===== config.mk =====
export PLATFORM = sky130hd
export DESIGN_NAME = positional_list_engine
export DESIGN_NICKNAME = d
export VERILOG_FILES = /design/src/rtl/core/ple_pkg.sv /design/src/rtl/core/ple_mem.sv /design/src/rtl/core/positional_list_engine.sv
export SDC_FILE = /design/constraint.sdc
export NUM_CORES = 2
export LEC_CHECK = 0
export BUFFER_PORTS_ARGS = -buffer_cell sky130_fd_sc_hd__buf_4
export CAP_MARGIN = 20
export CORE_MARGIN = 2
export CORE_UTILIZATION = 63
export CTS_BUF_LIST = sky130_fd_sc_hd__clkbuf_4 sky130_fd_sc_hd__clkbuf_8
export CTS_CLUSTER_DIAMETER = 120
export CTS_CLUSTER_SIZE = 12
export DETAILED_ROUTE_END_ITERATION = 6
export GPL_TIMING_DRIVEN = 0
export PLACE_DENSITY = 0.77
export SLEW_MARGIN = 5
export SYNTH_ARGS = -nofsm -noshare
export SYNTH_HDL_FRONTEND = slang
export SYNTH_SLANG_ARGS = --single-unit

===== constraint.sdc =====
create_clock -name clock -period 11.7 [get_ports clock]
set_input_delay 1.17 -clock clock [delete_from_list [all_inputs] [get_ports clock]]
set_output_delay 1.17 -clock clock [all_outputs]
set_load 0.02 [all_outputs]

===== src/rtl/core/ple_pkg.sv =====
// -----------------------------------------------------------------------------
// ple_pkg
// Shared types and constants of the positional list engine.
// -----------------------------------------------------------------------------
package ple_pkg;

   localparam int PLE_DEPTH = 32;
   localparam int OP_W      = 3;
   localparam int POS_W     = 6;
   localparam int VAL_W     = 32;
   localparam int ST_W      = 2;
   localparam int CNT_W     = 6;

   typedef enum logic [OP_W-1:0] {
      OP_INS_FRONT = 3'd0,
      OP_INS_END   = 3'd1,
      OP_INS_AT    = 3'd2,
      OP_DEL_FRONT = 3'd3,
      OP_DEL_END   = 3'd4,
      OP_DEL_AT    = 3'd5,
      OP_SHOW      = 3'd6,
      OP_NONE      = 3'd7
   } ple_op_type;

   typedef enum logic [ST_W-1:0] {
      ST_OK     = 2'd0,
      ST_EMPTY  = 2'd1,
      ST_BADPOS = 2'd2,
      ST_FULL   = 2'd3
   } ple_status_type;

   typedef enum logic [2:0] {
      S_IDLE,
      S_UP_RD,
      S_UP_WR,
      S_UP_FIN,
      S_DEL_OUT,
      S_DN_RD,
      S_DN_WR,
      S_SHOW
   } ple_state_type;

endpackage


===== src/rtl/core/ple_mem.sv =====
// -----------------------------------------------------------------------------
// ple_mem
// Cell store of the list: one write port, one read port, registered read data.
// -----------------------------------------------------------------------------
module ple_mem #(
   parameter int DEPTH = ple_pkg::PLE_DEPTH,
   parameter int AW    = $clog2(DEPTH),
   parameter int W     = ple_pkg::VAL_W
) (
   input  logic          clock,
   input  logic          wr_en,
   input  logic [AW-1:0] wr_addr,
   input  logic [W-1:0]  wr_data,
   input  logic          rd_en,
   input  logic [AW-1:0] rd_addr,
   output logic [W-1:0]  rd_data
);
   import ple_pkg::*;

   logic [W-1:0] mem [DEPTH];
   logic [W-1:0] rd_data_ff;

   // write port
   always_ff @(posedge clock) begin
      if (wr_en) begin
         mem[wr_addr] <= wr_data;
      end
   end

   // read port, data valid in the cycle after the request
   always_ff @(posedge clock) begin
      if (rd_en) begin
         rd_data_ff <= mem[rd_addr];
      end
   end

   assign rd_data = rd_data_ff;

endmodule


===== src/rtl/core/positional_list_engine.sv =====
// -----------------------------------------------------------------------------
// positional_list_engine
// Ordered list of signed words held in one memory, with positional insert,
// delete and a streamed listing.
// -----------------------------------------------------------------------------
//  channel | direction | handshake        | payload
//  req_    | in        | valid / stall    | operation, position, value
//  rsp_    | out       | valid / stall    | status, item, count, last
//
//  Rejected operations and inserts at the end load the result straight from
//  idle; a delete at the end first reads the cell, then loads it in S_DEL_OUT.
//  An insert or delete that moves cells reads and writes one moved cell at a
//  time, set by the single read and single write port of the cell memory.
//  Show streams one word per cycle while the result is free, after a cell read.
//  Reset empties the list at once; no clearing pass runs.
//  A stalled result holds the engine in idle, S_DEL_OUT and S_SHOW; the next
//  transfer is taken only in idle with the result register free or draining.
// -----------------------------------------------------------------------------
module positional_list_engine #(
   parameter int DEPTH = ple_pkg::PLE_DEPTH
) (
   input  logic                             clock,
   input  logic                             reset,
   input  logic                             req_valid,
   output logic                             req_stall,
   input  logic [ple_pkg::OP_W-1:0]         req_operation,
   input  logic [ple_pkg::POS_W-1:0]        req_position,
   input  logic signed [ple_pkg::VAL_W-1:0] req_value,
   output logic                             rsp_valid,
   input  logic                             rsp_stall,
   output logic [ple_pkg::ST_W-1:0]         rsp_status,
   output logic signed [ple_pkg::VAL_W-1:0] rsp_item,
   output logic [ple_pkg::CNT_W-1:0]        rsp_count,
   output logic                             rsp_last
);
   import ple_pkg::*;

   localparam int AW = $clog2(DEPTH);
   localparam int FW = $clog2(DEPTH + 1);
   localparam int CW = ((FW > POS_W) ? FW : POS_W) + 1;

   ple_state_type state_ff, state_in;
   logic [FW-1:0]    fill_ff, fill_in;
   logic [AW-1:0]    idx_ff, idx_in;
   logic [AW-1:0]    k_ff, k_in;
   logic [VAL_W-1:0] val_ff, val_in;

   logic             rsp_valid_ff, rsp_valid_in;
   ple_status_type   rsp_status_ff;
   logic [VAL_W-1:0] rsp_item_ff;
   logic [CW-1:0]    rsp_count_ff;
   logic             rsp_last_ff;

   logic             ld;
   ple_status_type   ld_status;
   logic [VAL_W-1:0] ld_item;
   logic [CW-1:0]    ld_count;
   logic             ld_last;

   logic             wr_en, rd_en;
   logic [AW-1:0]    wr_addr, rd_addr;
   logic [VAL_W-1:0] wr_data, rd_data;

   logic             out_free, accept;
   ple_op_type       op;
   logic [CW-1:0]    fill_c, pos_c, depth_c, ins_k, del_k;
   logic             is_ins, is_del, is_show;
   logic             ins_bad, del_bad, full, empty;
   logic             ins_ok, ins_shift, del_ok;
   logic             idx_at_end, dn_more;

   // handshake
   assign out_free  = !rsp_valid_ff || !rsp_stall;
   assign req_stall = !((state_ff == S_IDLE) && out_free);
   assign accept    = req_valid && !req_stall;

   // decode the incoming operation against the current fill
   assign op      = ple_op_type'(req_operation);
   assign fill_c  = CW'(fill_ff);
   assign pos_c   = CW'(req_position);
   assign depth_c = CW'(DEPTH);
   assign full    = (fill_c >= depth_c);
   assign empty   = (fill_ff == '0);
   assign is_ins  = (op == OP_INS_FRONT) || (op == OP_INS_END) || (op == OP_INS_AT);
   assign is_del  = (op == OP_DEL_FRONT) || (op == OP_DEL_END) || (op == OP_DEL_AT);
   assign is_show = (op == OP_SHOW);
   assign ins_bad = (op == OP_INS_AT) && ((pos_c == '0) || (pos_c > fill_c + CW'(1)));
   assign del_bad = (op == OP_DEL_AT) && ((pos_c == '0) || (pos_c > fill_c));
   assign ins_k   = (op == OP_INS_FRONT) ? '0 :
                    (op == OP_INS_END)   ? fill_c : pos_c - CW'(1);
   assign del_k   = (op == OP_DEL_FRONT) ? '0 :
                    (op == OP_DEL_END)   ? fill_c - CW'(1) : pos_c - CW'(1);
   assign ins_ok    = is_ins && !ins_bad && !full;
   assign ins_shift = ins_ok && (ins_k != fill_c);
   assign del_ok    = is_del && !empty && !del_bad;

   assign idx_at_end = (FW'(idx_ff) == fill_ff - FW'(1));
   assign dn_more    = (FW'(idx_ff) + FW'(1) < fill_ff);

   // next state
   always_comb begin
      state_in = state_ff;
      unique case (state_ff)
         S_IDLE: begin
            if (accept) begin
               if (ins_shift) begin
                  state_in = S_UP_RD;
               end else if (del_ok) begin
                  state_in = S_DEL_OUT;
               end else if (is_show && !empty) begin
                  state_in = S_SHOW;
               end
            end
         end
         S_UP_RD:  state_in = S_UP_WR;
         S_UP_WR: begin
            state_in = (idx_ff - AW'(1) == k_ff) ? S_UP_FIN : S_UP_RD;
         end
         S_UP_FIN: state_in = S_IDLE;
         S_DEL_OUT: begin
            if (out_free) begin
               state_in = (FW'(k_ff) < fill_ff) ? S_DN_RD : S_IDLE;
            end
         end
         S_DN_RD:  state_in = S_DN_WR;
         S_DN_WR:  state_in = dn_more ? S_DN_RD : S_IDLE;
         S_SHOW: begin
            if (out_free && idx_at_end) begin
               state_in = S_IDLE;
            end
         end
         default:  state_in = S_IDLE;
      endcase
   end

   // datapath controls and result loads
   always_comb begin
      fill_in   = fill_ff;
      idx_in    = idx_ff;
      k_in      = k_ff;
      val_in    = val_ff;
      ld        = 1'b0;
      ld_status = ST_OK;
      ld_item   = '0;
      ld_count  = fill_c;
      ld_last   = 1'b1;
      rd_en     = 1'b0;
      rd_addr   = idx_ff;
      wr_en     = 1'b0;
      wr_addr   = idx_ff;
      wr_data   = val_ff;
      unique case (state_ff)
         S_IDLE: begin
            if (accept) begin
               if (is_ins) begin
                  ld = 1'b1;
                  if (ins_bad) begin
                     ld_status = ST_BADPOS;
                  end else if (full) begin
                     ld_status = ST_FULL;
                  end else begin
                     ld_count = fill_c + CW'(1);
                     fill_in  = fill_ff + FW'(1);
                     if (ins_shift) begin
                        k_in   = ins_k[AW-1:0];
                        idx_in = fill_ff[AW-1:0];
                        val_in = req_value;
                     end else begin
                        wr_en   = 1'b1;
                        wr_addr = ins_k[AW-1:0];
                        wr_data = req_value;
                     end
                  end
               end else if (is_del) begin
                  if (empty) begin
                     ld        = 1'b1;
                     ld_status = ST_EMPTY;
                  end else if (del_bad) begin
                     ld        = 1'b1;
                     ld_status = ST_BADPOS;
                  end else begin
                     rd_en   = 1'b1;
                     rd_addr = del_k[AW-1:0];
                     k_in    = del_k[AW-1:0];
                     idx_in  = del_k[AW-1:0];
                     fill_in = fill_ff - FW'(1);
                  end
               end else if (is_show) begin
                  if (empty) begin
                     ld        = 1'b1;
                     ld_status = ST_EMPTY;
                  end else begin
                     rd_en   = 1'b1;
                     rd_addr = '0;
                     idx_in  = '0;
                  end
               end
            end
         end
         S_UP_RD: begin
            rd_en   = 1'b1;
            rd_addr = idx_ff - AW'(1);
         end
         S_UP_WR: begin
            wr_en   = 1'b1;
            wr_data = rd_data;
            idx_in  = idx_ff - AW'(1);
         end
         S_UP_FIN: begin
            wr_en   = 1'b1;
            wr_addr = k_ff;
         end
         S_DEL_OUT: begin
            if (out_free) begin
               ld      = 1'b1;
               ld_item = rd_data;
            end
         end
         S_DN_RD: begin
            rd_en   = 1'b1;
            rd_addr = idx_ff + AW'(1);
         end
         S_DN_WR: begin
            wr_en   = 1'b1;
            wr_data = rd_data;
            idx_in  = idx_ff + AW'(1);
         end
         S_SHOW: begin
            if (out_free) begin
               ld      = 1'b1;
               ld_item = rd_data;
               ld_last = idx_at_end;
               if (!idx_at_end) begin
                  idx_in  = idx_ff + AW'(1);
                  rd_en   = 1'b1;
                  rd_addr = idx_ff + AW'(1);
               end
            end
         end
         default: begin
            ld = 1'b0;
         end
      endcase
   end

   assign rsp_valid_in = ld ? 1'b1 : (rsp_valid_ff && rsp_stall);

   // control registers
   always_ff @(posedge clock) begin
      if (reset) begin
         state_ff     <= S_IDLE;
         fill_ff      <= '0;
         rsp_valid_ff <= 1'b0;
      end else begin
         state_ff     <= state_in;
         fill_ff      <= fill_in;
         rsp_valid_ff <= rsp_valid_in;
      end
   end

   // payload registers
   always_ff @(posedge clock) begin
      idx_ff <= idx_in;
      k_ff   <= k_in;
      val_ff <= val_in;
      if (ld) begin
         rsp_status_ff <= ld_status;
         rsp_item_ff   <= ld_item;
         rsp_count_ff  <= ld_count;
         rsp_last_ff   <= ld_last;
      end
   end

   ple_mem #(
      .DEPTH (DEPTH),
      .AW    (AW),
      .W     (VAL_W)
   ) u_mem (
      .clock   (clock),
      .wr_en   (wr_en),
      .wr_addr (wr_addr),
      .wr_data (wr_data),
      .rd_en   (rd_en),
      .rd_addr (rd_addr),
      .rd_data (rd_data)
   );

   assign rsp_valid  = rsp_valid_ff;
   assign rsp_status = rsp_status_ff;
   assign rsp_item   = rsp_item_ff;
   assign rsp_count  = CNT_W'(rsp_count_ff);
   assign rsp_last   = rsp_last_ff;

   // checks
   a_fill_bound: assert property (@(posedge clock) disable iff (reset)
      CW'(fill_ff) <= depth_c)
      else $error("fill above depth");

   a_up_order: assert property (@(posedge clock) disable iff (reset)
      state_ff == S_UP_WR |-> idx_ff > k_ff)
      else $error("upward shift passed its target");

   a_dn_range: assert property (@(posedge clock) disable iff (reset)
      state_ff == S_DN_WR |-> FW'(idx_ff) < fill_ff)
      else $error("downward shift beyond fill");

endmodule


==> results.json <==
{
  "setup_viol": 0,
  "rsz0062_at_grt": "false",
  "worstHoldStart": "u_mem.rd_data[27]$_DFFE_PP_",
  "io_pins": 88,
  "finalClockSkew_ns": 0.0590,
  "die_height_um": 278,
  "hold_violations": 0,
  "cp-end-kind": "register",
  "synth_nets": 3350,
  "ys.flop_type": "edfxtp_1",
  "worstSetupPathType": "register to register",
  "drive_gt1_frac": 0.149,
  "finalCritPeriodShare": 0.579,
  "yosysUniqueCellTypes": 82,
  "drc": 0,
  "ys_warn_count": 0,
  "drtIter0Drc": 4745,
  "cts_hold_buf": 0,
  "die_x_um": 278,
  "start_kind": "register",
  "cts_buffer_depth": 3,
  "worst_pin_slew_ns": 1.18,
  "path_max_fanout": 32,
  "syn_area_um2": 47400,
  "yosysSeqAreaShare": 0.726,
  "relSlewSlack": 0.212,
  "grt_first_pass_wirelength_um": 192000,
  "cts_setup_buffers": 0,
  "vias_per_cell": 6.70,
  "finalCriticalPeriod_ns": 6.78,
  "crit-reg2reg-launch": "fill_ff[2]$_SDFFE_PP0P_",
  "cts_buffers": 105,
  "grt_max_degree": 35,
  "synth_area_per_cell_um2": 14.5,
  "nets": 3597,
  "clk_latency_ns": 0.78,
  "wl_um": 133000,
  "die_area_um2": 77400,
  "grt_antenna_before_repair": 3,
  "drtAntennaViolNets": 0,
  "crit_start": "fill_ff[2]$_SDFFE_PP0P_",
  "cts.sinks": 1149,
  "synth_edf_count": 1139,
  "synthArstFlopShare": 0,
  "cts_root_buf": "clkbuf_8",
  "gp_congestion": 0.913,
  "crit_required_ns": 12.09,
  "portBuffers": 85,
  "nFillCells": 4715,
  "wire_per_inst_um": 29.5,
  "dpl.hpwl_um": 92500,
  "grt-ovfl-total": 0,
  "htreeDepth": 3,
  "cts.clk_slew.worst_paths_ns": 0.12,
  "worst_hold_path_type": "register to register",
  "synth-seq-cells": 1149,
  "maxCapViolations": 0,
  "final_util": 0.704,
  "grt_pass1_vias": 29300,
  "post_cts_resized": 0,
  "start_util": 0.636,
  "dr.pass1.iters": 7,
  "worstPathCellList": "buf_2 -> buf_1 -> nand3_1 -> nor3_1 -> xnor2_1 -> ha_1 -> nand4_1 -> o32ai_1 -> nor4_1 -> a21boi_1 -> nor3_2 -> o21bai_1 -> clkbuf_1 -> a222oi_1 -> inv_1",
  "fmax_ghz": 0.148,
  "tns_ns": 0,
  "route.vias.total": 30300,
  "cpPeakStageDelay_ns": 0.85,
  "finalMaxSlewViolations": 0,
  "arrival_ns": 7.17,
  "num_rows": 100,
  "areaGrowthSynthToFinish_pct": 10.6,
  "status": "finished clean",
  "syn_inst": 3277,
  "critical_path.slowest_cell": "inv_1",
  "tritoncts": "yes",
  "grt_use_total": 0.341,
  "core-area_um2": 74400
}
## Yosys cell counts, drive strengths merged, types with 38 or more instances
cell / instances / area share
and2: 40 / 0.0053
mux2i: 64 / 0.014
buf: 123 / 0.013
a21oi: 139 / 0.015
clkbuf: 90 / 0.0071
nand3: 220 / 0.023
inv: 47 / 0.0037
nor2: 73 / 0.0058
o22ai: 40 / 0.0053
mux4: 62 / 0.029
edfxtp: 1139 / 0.72
o21ai: 38 / 0.0041
nand2: 710 / 0.056
## sequential cells by signal, summed over array words and instances (netlist names)
name / cells
val_ff: 32
rsp_valid: 1
rsp_item: 32
rsp_last: 1
u_mem.rd_data: 32
idx_ff: 5
state_ff: 3
rsp_count_ff: 6
u_mem.mem: 1024
k_ff: 5
rsp_status: 2
fill_ff: 6
## cells by family after synthesis
logic type | Yosys count | synth area share
fa+ha+maj | 29 | 0.00761
mux | 157 | 0.0504
xor+xnor | 38 | 0.00703
buf+inv | 262 | 0.0245
simple gates | 1120 | 0.102
flops | 1149 | 0.726
compound gates | 522 | 0.0824
## layer usage
layer	routed length (um)	vias up	global-route usage
met5	0	-	0
met4	5100	0	0.124
met3	16900	308	0.0836
met2	62300	2182	0.542
met1	49000	14900	0.466
li1	-	12900	-
## stage by stage
stage | hold WS (ns) | cell area [um2] | std cells | setup WS [ns]
after floorplan | 0.525 | 47400 | 3277 | 6.34
after global routing | 0.583 | 52400 | 4518 | 4.79
final | 0.570 | 52400 | 4518 | 4.92
after global placement | 0.547 | 49200 | 4331 | 3.74
after CTS | 0.566 | 52000 | 4500 | 5.12
after detailed placement | 0.547 | 50300 | 4369 | 5.22
## cell usage in the layout (no fill, tap or decap), types with 32 or more instances in the layout
master    netlist  layout
inv_1          47      46
nand2_1       709     708
clkbuf_1       90      90
a31oi_1        37      37
mux2i_1        64      64
nor2_1         72      40
nand3_1       219     219
buf_2          91      92
a211o_1        32      32
and2_1         40      40
a222oi_1       32      32
edfxtp_1     1139    1139
a21o_1         36      36
a32oi_1        34      34
nor2_4          0      32
o22ai_1        40      40
a21oi_1       137     137
mux4_2         62      62
o311ai_1       32      32
o21ai_0        36      36
buf_4           9      97
clkbuf_8        0     108
## area by class of cell
type	instances	area (um2)	share of cell area
flip-flops and latches	1149	34400	0.657
clock inverters	5	46.3	0.000884
plain buffers	213	977	0.0187
diodes	1	2.50	0.0000478
clock buffers	126	1620	0.0310
multi-input cells	1866	12100	0.230
well taps	969	1210	0.0231
repair buffers	140	1880	0.0359
inverters	49	184	0.00351
## final timing paths
path / endpoint / slack, ns / depth (start not counted)
max: u_mem.mem[7][27]$_DFFE_PP_ / 4.92 / 15
max reg2reg: u_mem.mem[7][27]$_DFFE_PP_ / 4.92 / 15
min reg2reg: rsp_item[27]$_SDFFCE_PN0P_ / 0.57 / 1
min: rsp_item[27]$_SDFFCE_PN0P_ / 0.57 / 1
## worst max-delay path: cells and delay by family (launching register included)
| family | cells | cell delay, ns |
|---|---|---|
| fa+ha+maj | 1 | 0.28 |
| buf+inv | 4 | 2.37 |
| xor+xnor | 1 | 0.21 |
| compound gates | 4 | 1.78 |
| flops | 1 | 0.32 |
| simple gates | 5 | 1.41 |
Power is left out: the tool's default activity adds up to more than one toggle a clock period on the data nets, which glitch-free logic cannot reach.
